$ cat config.mk
export PLATFORM = sky130hd
export DESIGN_NAME = sru_alu
export DESIGN_NICKNAME = d
export VERILOG_FILES = /design/src/design/sru_pkg.sv /design/src/design/sru_alu.sv
export SDC_FILE = /design/constraint.sdc
export NUM_CORES = 1
export LEC_CHECK = 0
export BUFFER_PORTS_ARGS = -buffer_cell sky130_fd_sc_hd__buf_4
export CAP_MARGIN = 10
export CORE_MARGIN = 5
export CORE_UTILIZATION = 48
export DETAILED_ROUTE_END_ITERATION = 7
export GPL_ROUTABILITY_DRIVEN = 0
export PLACE_DENSITY = 0.73
export SYNTH_ARGS = -nofsm -noshare
export SYNTH_HDL_FRONTEND = slang
export SYNTH_SLANG_ARGS = --single-unit
$ cat constraint.sdc
create_clock -name vclk -period 11.55
set_clock_uncertainty 0.1 [all_clocks]
set_input_delay 1.7325 -clock vclk [all_inputs]
set_output_delay 1.7325 -clock vclk [all_outputs]
set_load 0.05 [all_outputs]
$ cat src/design/sru_pkg.sv
`timescale 1ns / 1ps

package sru_pkg;

  localparam int DATA_WIDTH = 16;
  localparam int FRAC_BITS  = DATA_WIDTH - 4;
  localparam int COLUMNS    = 256;
  localparam int COL_AW     = $clog2(COLUMNS);
  localparam int COL_WIDTH  = 8;
  localparam int TABLE_SIZE = 512;
  localparam int TABLE_HALF = TABLE_SIZE / 2;
  localparam int TABLE_AW   = $clog2(TABLE_SIZE);
  localparam int ROM_AW     = TABLE_AW + 1;
  localparam int IDX_SHIFT  = DATA_WIDTH - TABLE_AW;
  localparam int PROD_WIDTH = 2 * DATA_WIDTH;
  localparam int SHIFT_WIDTH = PROD_WIDTH - FRAC_BITS;

  localparam longint unsigned Q62_ONE = 64'd1 << 62;
  localparam longint unsigned LO_MASK = 64'hFFFF_FFFF;

  typedef logic signed [DATA_WIDTH-1:0] sample_t;

  localparam sample_t SAMPLE_MAX = {1'b0, {(DATA_WIDTH - 1){1'b1}}};
  localparam sample_t SAMPLE_MIN = {1'b1, {(DATA_WIDTH - 1){1'b0}}};

  localparam logic BANK_SIGMOID = 1'b0;
  localparam logic BANK_TANH    = 1'b1;

  typedef struct packed {
    logic [COL_WIDTH-1:0] column;
    logic                 first_step;
    sample_t              init_cell;
    sample_t              candidate;
    sample_t              forget_pre;
    sample_t              reset_pre;
    sample_t              bias_forget;
    sample_t              bias_reset;
    sample_t              highway_x;
    sample_t              drop_mask;
  } sru_in_t;

  typedef struct packed {
    logic [COL_WIDTH-1:0] out_column;
    sample_t              cell_state;
    sample_t              hidden_out;
  } sru_out_t;

  typedef enum logic [1:0] {
    OP_ADD,
    OP_SUB,
    OP_MUL
  } alu_op_t;

  typedef struct packed {
    alu_op_t op;
  } alu_ctl_t;

  typedef enum logic [3:0] {
    ST_IDLE,
    ST_FSUM,
    ST_RSUM,
    ST_DIFF,
    ST_MULF,
    ST_CADD,
    ST_MULM,
    ST_SUBX,
    ST_MULR,
    ST_HADD
  } state_t;

  typedef logic [DATA_WIDTH-1:0] gate_rom_t [0:2*TABLE_SIZE-1];

  // Restoring long division, evaluated only while the gate table is built.
  function automatic longint unsigned udiv64(longint unsigned num, longint unsigned den);
    longint unsigned quo, rem;
    int b;
    quo = '0;
    rem = '0;
    for (b = 63; b >= 0; b--) begin
      rem = {rem[62:0], num[b]};
      if (rem >= den) begin
        rem = rem - den;
        quo[b] = 1'b1;
      end
    end
    return quo;
  endfunction

  // Bank 0 holds the sigmoid, bank 1 the hyperbolic tangent. Entry i stands for
  // the argument (i - TABLE_HALF) / 32, rounded to nearest at FRAC_BITS.
  function automatic gate_rom_t build_gate_rom();
    gate_rom_t rom;
    longint unsigned en [0:2*TABLE_HALF];
    longint unsigned term, step, one, p, q, num, den, quo, rem;
    longint unsigned a0, a1, b0, b1, lo, m1, m2, hi, t, low;
    longint signed v;
    int n, i, k, a;
    term = Q62_ONE;
    step = Q62_ONE;
    for (n = 1; n <= 24; n++) begin
      term = udiv64(term, 64'(32 * n));
      if (n[0] == 1'b1) begin
        step = step - term;
      end else begin
        step = step + term;
      end
    end
    en[0] = Q62_ONE;
    for (i = 1; i <= 2 * TABLE_HALF; i++) begin
      a0 = en[i-1] & LO_MASK;
      a1 = en[i-1] >> 32;
      b0 = step & LO_MASK;
      b1 = step >> 32;
      lo = a0 * b0;
      m1 = a0 * b1;
      m2 = a1 * b0;
      hi = a1 * b1;
      t = (lo >> 32) + (m1 & LO_MASK) + (m2 & LO_MASK);
      low = (t << 32) | (lo & LO_MASK);
      hi = hi + (m1 >> 32) + (m2 >> 32) + (t >> 32);
      en[i] = (hi << 2) | (low >> 62);
    end
    one = Q62_ONE >> FRAC_BITS;
    for (i = 0; i < TABLE_SIZE; i++) begin
      k = i - TABLE_HALF;
      a = (k < 0) ? -k : k;
      p = en[a] >> FRAC_BITS;
      num = (k >= 0) ? (one << FRAC_BITS) : (p << FRAC_BITS);
      den = one + p;
      quo = udiv64(num, den);
      rem = num - quo * den;
      if (rem >= den - rem) begin
        quo = quo + 64'd1;
      end
      rom[i] = DATA_WIDTH'(quo);
      q = en[2*a] >> FRAC_BITS;
      num = (one - q) << FRAC_BITS;
      den = one + q;
      quo = udiv64(num, den);
      rem = num - quo * den;
      if (rem >= den - rem) begin
        quo = quo + 64'd1;
      end
      v = signed'(quo);
      if (k < 0) begin
        v = -v;
      end
      rom[TABLE_SIZE + i] = DATA_WIDTH'(v);
    end
    return rom;
  endfunction

  localparam gate_rom_t GATE_ROM = build_gate_rom();

endpackage

$ cat src/design/sru_alu.sv
`timescale 1ns / 1ps

module sru_alu import sru_pkg::*; (
  input  alu_ctl_t ctl,
  input  sample_t  a,
  input  sample_t  b,
  output sample_t  y
);

  logic signed [DATA_WIDTH:0]    sum;
  logic signed [PROD_WIDTH-1:0]  prod;
  logic signed [SHIFT_WIDTH-1:0] scaled;
  logic                          scaled_fits;

  assign prod   = a * b;
  assign scaled = prod[PROD_WIDTH-1:FRAC_BITS];
  assign scaled_fits = (&scaled[SHIFT_WIDTH-1:DATA_WIDTH-1]) |
                       (~|scaled[SHIFT_WIDTH-1:DATA_WIDTH-1]);

  always_comb begin
    if (ctl.op == OP_SUB) begin
      sum = {a[DATA_WIDTH-1], a} - {b[DATA_WIDTH-1], b};
    end else begin
      sum = {a[DATA_WIDTH-1], a} + {b[DATA_WIDTH-1], b};
    end
  end

  always_comb begin
    unique case (ctl.op)
      OP_ADD, OP_SUB: begin
        if (sum[DATA_WIDTH] != sum[DATA_WIDTH-1]) begin
          y = sum[DATA_WIDTH] ? SAMPLE_MIN : SAMPLE_MAX;
        end else begin
          y = sum[DATA_WIDTH-1:0];
        end
      end
      OP_MUL: begin
        if (!scaled_fits) begin
          y = scaled[SHIFT_WIDTH-1] ? SAMPLE_MIN : SAMPLE_MAX;
        end else begin
          y = scaled[DATA_WIDTH-1:0];
        end
      end
      default: y = sum[DATA_WIDTH-1:0];
    endcase
  end

endmodule

Word-level counts from Yosys, hierarchy flattened. Index checks and enable logic that the tools add are counted.

Memories: 0. Word-level logic and storage cells: 18. Flip-flop bits (word level): 0. ROM bits: 0. Output and inout port bits: 16. Bits in latches: 0. Memory bits (writable): 0. Bits of input ports: 34.

Reduce and logical (&&, ||, !) cells: 5. Add/subtract/negate cells: 2. Eq/ne operators: 3. Divide/modulo/power cells: 0. Shift-type cells: 0. Mux-type cells: 6. Multipliers: 1. Bitwise logic cells: 1. $lt $le $gt $ge: 0.

Operator list (number): two-way mux 16 bit (4); multiplier 16 x 16 -> 32 bit (1); one-hot mux 16 bit (2 select lines) (1); adder 16 x 16 -> 17 bit (1); two-way mux 17 bit (1); subtractor 16 x 16 -> 17 bit (1); AND reduction 5 bit (1); OR reduction 5 bit (1); == test 2 x 1 -> 1 bit (second input constant) (1); == test 2 bit (second input constant) (1); logical NOT 2 bit (1); OR reduction 2 bit (1); logical NOT 1 bit (1); inequality test 1 bit (1); bitwise OR 1 bit (1).

Depth between registers and ports, before layout. Gate-level depths: netlist (run 1).

Word-level depth: 6. Mapped depth: 26. Gate-level depth less buffers: 22.

Worst setup path before layout (run 1). OpenSTA, ideal clock, no wires.

Path kind: input port to output port. Start: input a[15]. End: output y[15]. Stages: 25. Path buffers: 3. Slack: 1.332 ns. Data required time: 9.717 ns. Arrival: 8.385 ns. Cells stage by stage: clkbuf_1 -> clkbuf_1 -> nand2_1 -> inv_1 -> fa_1 -> inv_1 -> fa_1 -> inv_1 -> fa_1 -> inv_1 -> fa_1 -> inv_1 -> fa_1 -> fa_1 -> ha_1 -> buf_2 -> a21o_1 -> a21o_1 -> a21o_1 -> or3_1 -> o21ai_0 -> a31oi_1 -> xnor2_1 -> mux2i_1 -> a21oi_1.

Longest elaborated chain between the ends: 6. Elaborated cells between the ends (all ways): 14. Classes of those cells: 2 x add/sub; 1 x mul; 1 x eq/ne; 6 x mux; 1 x bitwise; 3 x reduce/logical.

RTL lines: start, declared (line sru_alu.sv:5) `input sample_t a,`; multiplier 16 x 16 -> 32 bit (line sru_alu.sv:15) `assign prod = a * b;`; OR reduction 5 bit (line sru_alu.sv:18) `(~|scaled[SHIFT_WIDTH-1:DATA_WIDTH-1]);`; logical NOT 1 bit (line sru_alu.sv:18); bitwise OR 1 bit (line sru_alu.sv:17) `assign scaled_fits = (&scaled[SHIFT_WIDTH-1:DATA_WIDTH-1]) |`; two-way mux 16 bit (line sru_alu.sv:38) `if (!scaled_fits) begin`; one-hot mux 16 bit (2 select lines) (*) (line sru_alu.sv:29) `unique case (ctl.op)`; end, declared (line sru_alu.sv:7) `output sample_t y`.

Every way passes the cells marked *; elsewhere a longest branch is shown, timed or not.

Worst setup path in the final report (run 1).
Start: input b[1]. End: output y[0].

Longest elaborated chain between the ends: 6. Elaborated cells between the ends (all ways): 14. Classes of those cells: 2 x add/sub; 1 x mul; 1 x eq/ne; 6 x mux; 1 x bitwise; 3 x reduce/logical.

RTL lines: start, declared (line sru_alu.sv:6) `input sample_t b,`; multiplier 16 x 16 -> 32 bit (line sru_alu.sv:15); OR reduction 5 bit (line sru_alu.sv:18); logical NOT 1 bit (line sru_alu.sv:18); bitwise OR 1 bit (line sru_alu.sv:17); two-way mux 16 bit (line sru_alu.sv:38); one-hot mux 16 bit (2 select lines) (*) (line sru_alu.sv:29).

Marked as above.

==> results.py, run 1 <==
metrics = {
    "detailed_routing": {
        "postRouteAntennaNets": 0,
        "drc_errors": 0,
        "drtPass1Iterations": 5,
        "drt_iter0_markers": 537,
        "wl_per_cell_um": 16.94,
        "routed_wl_um": 27140,
        "vias": 8647,
        "routed_via_density": 5.398,
    },
    "layout": {
        "nClkBuffers": 0,
        "drive_above_1_share": 0.04754,
        "nNetsFinal": 1677,
        "ff_latch_area_um2": 0,
        "syn2layout_area_growth_pct": 4.570,
        "mostFrequentLayoutCells": "294 x inv_1, 262 x fa_1, 149 x nand2_1",
        "layout_commonest_cell": "inv_1",
        "diodes": 0,
        "seq_cell_count": 0,
    },
    "worst_setup_path": {
        "cp.arrival_ns": 8.82,
        "start_kind": "input pin",
        "worstPathRequired_ns": 9.72,
        "path_class": "in -> out",
        "end_kind": "output pin",
        "crit_fanout": 19,
    },
    "timing": {
        "timing.fmax_ghz": 0.09390,
        "setup_viol": 0,
        "period_minus_slack_ns": 10.65,
        "min_period_over_period": 0.9221,
        "final_hold_viol_count": 0,
        "slew_headroom": 0.3765,
        "finalMaxSlewViolations": 0,
        "worst_slew_pin_slew_ns": 0.9333,
        "finalSetupTns_ns": 0,
        "rsz0062_at_grt": "false",
    },
    "worst_hold_path": {
        "hold_start": "ctl[1]",
        "hold_end": "y[15]",
        "hold_path_class": "in -> out",
        "worstHoldPathCells": 3,
    },
    "clock_network": {
        "ctsResizeCount": 0,
        "cts_hold_buf": 0,
        "postCtsSetupBuffers": 0,
    },
    "floorplan": {
        "rows": 56,
        "initial_core_util": 0.4837,
        "core_um2": 23260,
        "dieWidth_um": 163.1,
        "die_h_um": 163.1,
        "design.die.area_um2": 26600,
        "design.portCount": 50,
    },
    "global_routing": {
        "grtUsageTotal": 0.2112,
        "grt_pass1_vias": 9349,
        "overflow": 0,
        "grt_pass1_wl_um": 45910,
        "antenna_found_initial": 0,
        "grt_max_degree": 22,
    },
    "yosys": {
        "synth.avg_cell_area_um2": 8.716,
        "synth_cells": 1291,
        "ys.warnings.count": 0,
        "syn_nets": 1683,
        "seq_area_frac_synth": 0,
        "netlist-cell-type-count": 60,
        "syn_area_um2": 11250,
    },
    "place": {
        "place_hpwl_um": 22560,
        "portBuffers": 50,
    },
    "run": {
        "max_cap_violations": 0,
    },
    "outcome": {
        "outcome": "completed",
    },
}
-- critical path, stage by stage --
cell and delay, ns:
buf_4 0.19, nand2_1 0.13, inv_1 0.09, fa_1 0.73, inv_1 0.11, fa_1 0.48
inv_1 0.31, fa_1 0.51, fa_1 0.50, fa_1 0.49, inv_1 0.05, fa_1 0.47
inv_1 0.04, ha_1 0.41, nand4_1 0.25, nor3_1 0.27, a21boi_0 0.46, nor2_1 0.13
a31oi_1 0.19, xnor2_1 0.16, nor3_2 0.71, a221o_1 0.21, buf_4 0.19
-- worst max-delay path by stage --
stage / startpoint / endpoint / slack (ns)
after floorplan: a[15] / y[15] / 1.33
after global placement: b[1] / y[0] / 1.12
after detailed placement: b[1] / y[0] / 0.93
after CTS: b[1] / y[0] / 0.91
after global routing: b[1] / y[0] / 0.42
final: b[1] / y[0] / 0.90
-- per-stage QoR --
stage            util  worst slack (ns)  area [um2]  hold slack [ns]  instances
2_1_floorplan       -             1.332       11250            3.645       1291
3_3_place_gp   0.5058             1.116       11770            3.726       1602
3_5_place_dp   0.5058            0.9322       11770            3.730       1602
4_1_cts        0.5058            0.9120       11770            3.731       1602
5_1_grt        0.5058            0.4237       11770            3.749       1602
6_report       0.5058            0.8999       11770            3.739       1602
-- area by class of cell --
cell class / instances / area, um2
fill: 2248 / 11500
multi-input combinational: 939 / 9888
timing repair buffer: 50 / 375.4
inverter: 294 / 1104
tap: 319 / 399.1
-- logic make-up (layout without fill, tap and decap cells) --
family / Yosys count / in the layout / synth area share
muxes: 2 / 2 / 0.001779
AOI/OAI and AO/OA: 151 / 151 / 0.09341
adders and majority gates: 358 / 358 / 0.5729
xor gates and xnor gates: 59 / 59 / 0.04592
buffers and inverters: 352 / 344 / 0.1212
and+or+nand+nor: 369 / 369 / 0.1648
-- metal layers --
metal / GRT usage / vias to the layer above / routed length [um]
li1: - / 3903 / -
met1: 0.2770 / 4442 / 10940
met2: 0.3904 / 259 / 14280
met3: 0.01388 / 43 / 1428
met4: 0.03622 / 0 / 497
met5: 0 / - / 0
-- synthesized netlist by cell type, types with 2 or more instances --
master,number,area [um2]
inv_1,294,1104
fa_1,262,5245
nand2_1,149,559.3
and2_1,120,750.7
ha_1,96,1201
clkbuf_1,43,161.4
xnor2_1,41,359.1
a21oi_1,36,180.2
nor2_1,34,127.6
o21ai_0,19,95.09
xor2_1,18,157.7
o21a_1,16,120.1
a211o_1,15,131.4
a21o_1,14,105.1
nand3_1,13,65.06
nor3_1,11,55.05
and3_1,8,50.05
nand2b_1,7,43.79
o31ai_1,7,52.55
a31oi_1,6,37.54
buf_2,6,30.03
nand4_1,6,37.54
o21bai_1,6,45.04
a211oi_1,5,37.54
o211ai_1,5,37.54
buf_6,4,45.04
nor2b_1,4,25.02
nor4_1,4,25.02
buf_1,3,11.26
a311oi_1,2,17.52
a31o_2,2,17.52
mux2i_1,2,20.02
nand3b_1,2,15.01
nor3_2,2,20.02
o2111ai_1,2,17.52
o21ai_1,2,10.01
or2_2,2,12.51
Power of run 1 is not shown: default switching activity piles up to over one toggle a cycle in this logic, so the estimate is an artifact.
==> run 2: changes to the inputs <==
--- a/config.mk
+++ b/config.mk
@@ -11,7 +11,6 @@
 export CORE_UTILIZATION = 48
 export DETAILED_ROUTE_END_ITERATION = 7
 export GPL_ROUTABILITY_DRIVEN = 0
-export PLACE_DENSITY = 0.73
 export SYNTH_ARGS = -nofsm -noshare
 export SYNTH_HDL_FRONTEND = slang
 export SYNTH_SLANG_ARGS = --single-unit
==> results.py, run 2 (synthesized netlist as in run 1, its figures left out) <==
metrics = {
    "outcome": {
        "outcome": "completed",
    },
    "worst_setup_path": {
        "start_kind": "input pin",
        "worstPathRequired_ns": 9.72,
        "end_kind": "output pin",
        "cp.arrival_ns": 8.97,
        "crit_fanout": 19,
        "path_class": "in -> out",
    },
    "layout": {
        "mostFrequentLayoutCells": "294 x inv_1, 262 x fa_1, 149 x nand2_1",
        "ff_latch_area_um2": 0,
        "syn2layout_area_growth_pct": 4.615,
        "drive_above_1_share": 0.04754,
        "layout_commonest_cell": "inv_1",
        "nClkBuffers": 0,
        "seq_cell_count": 0,
        "nNetsFinal": 1677,
        "n_fill_cell": 2303,
    },
    "floorplan": {
        "initial_core_util": 0.4837,
        "rows": 56,
        "dieWidth_um": 163.1,
        "die_h_um": 163.1,
        "design.die.area_um2": 26600,
        "design.portCount": 50,
        "core_um2": 23260,
    },
    "detailed_routing": {
        "routed_wl_um": 28580,
        "drtPass1Iterations": 5,
        "routed_via_density": 5.303,
        "wl_per_cell_um": 17.82,
        "postRouteAntennaNets": 0,
        "drc_errors": 0,
        "drt_iter0_markers": 511,
        "vias": 8506,
    },
    "timing": {
        "setup_viol": 0,
        "finalSetupTns_ns": 0,
        "worst_slew_pin_slew_ns": 0.9109,
        "timing.fmax_ghz": 0.09259,
        "rsz0062_at_grt": "false",
        "slew_headroom": 0.3915,
        "final_hold_viol_count": 0,
        "period_minus_slack_ns": 10.80,
        "finalMaxSlewViolations": 0,
        "min_period_over_period": 0.9351,
    },
    "worst_hold_path": {
        "hold_start": "ctl[1]",
        "hold_path_class": "in -> out",
        "hold_end": "y[15]",
        "worstHoldPathCells": 3,
    },
    "global_routing": {
        "antenna_found_initial": 3,
        "grt_max_degree": 22,
        "overflow": 0,
        "grt_pass1_wl_um": 47250,
        "grt_pass1_vias": 9084,
        "grtUsageTotal": 0.2242,
    },
    "clock_network": {
        "postCtsSetupBuffers": 0,
        "ctsResizeCount": 0,
        "cts_hold_buf": 0,
    },
    "place": {
        "place_hpwl_um": 23660,
        "portBuffers": 50,
    },
    "run": {
        "max_cap_violations": 0,
    },
}
[run 2: changes by cell type in the layout (fill, tap and decap cells not counted), sizes merged]
cell and delta:
diode +2
[run 2: metrics by stage]
step             util  instances  setup WS, ns  hold WS [ns]  cell area (um2)
2_1_floorplan       -       1291         1.332         3.645            11250
3_3_place_gp   0.5058       1602        0.9313         3.727            11770
3_5_place_dp   0.5058       1602        0.7574         3.726            11770
4_1_cts        0.5058       1602        0.7470         3.729            11770
5_1_grt        0.5060       1604        0.1653         3.742            11770
6_report       0.5060       1604        0.7491         3.735            11770
[run 2: critical path: stages]
cell      delay (ns)
buf_4           0.18
nand2_1         0.13
inv_1           0.09
fa_1            0.74
inv_1           0.12
fa_1            0.48
inv_1           0.38
fa_1            0.53
fa_1            0.50
fa_1            0.49
inv_1           0.04
fa_1            0.47
inv_1           0.04
ha_1            0.41
nand4_1         0.20
nor3_1          0.29
a21boi_0        0.50
nor2_1          0.14
a31oi_1         0.19
xnor2_1         0.17
nor3_2          0.73
a221o_1         0.20
buf_4           0.19
[run 2: worst max-delay path by stage]
stage / start / endpoint / cells after the start
finish: b[1] / y[0] / 23
CTS: b[1] / y[0] / 23
detailed placement: b[1] / y[0] / 23
global placement: b[1] / y[0] / 23
floorplan: a[15] / y[15] / 25
global route: b[1] / y[0] / 23
[run 2: layout make-up]
| type | instances | area (um2) | area share |
|---|---|---|---|
| diodes | 2 | 5.005 | 0.0004252 |
| inverters | 294 | 1104 | 0.09375 |
| multi-input cells | 939 | 9888 | 0.8400 |
| well taps | 319 | 399.1 | 0.03391 |
| repair buffers | 50 | 375.4 | 0.03189 |
[run 2: routing by layer]
metal | GRT usage | vias up | part of all wire
met1 | 0.3012 | 4344 | 0.42
met5 | 0 | - | 0.00024
met4 | 0.05642 | 2 | 0.030
met2 | 0.3972 | 222 | 0.51
met3 | 0.01438 | 42 | 0.044
li1 | - | 3896 | -
Power of run 2 is left out for the same reason.
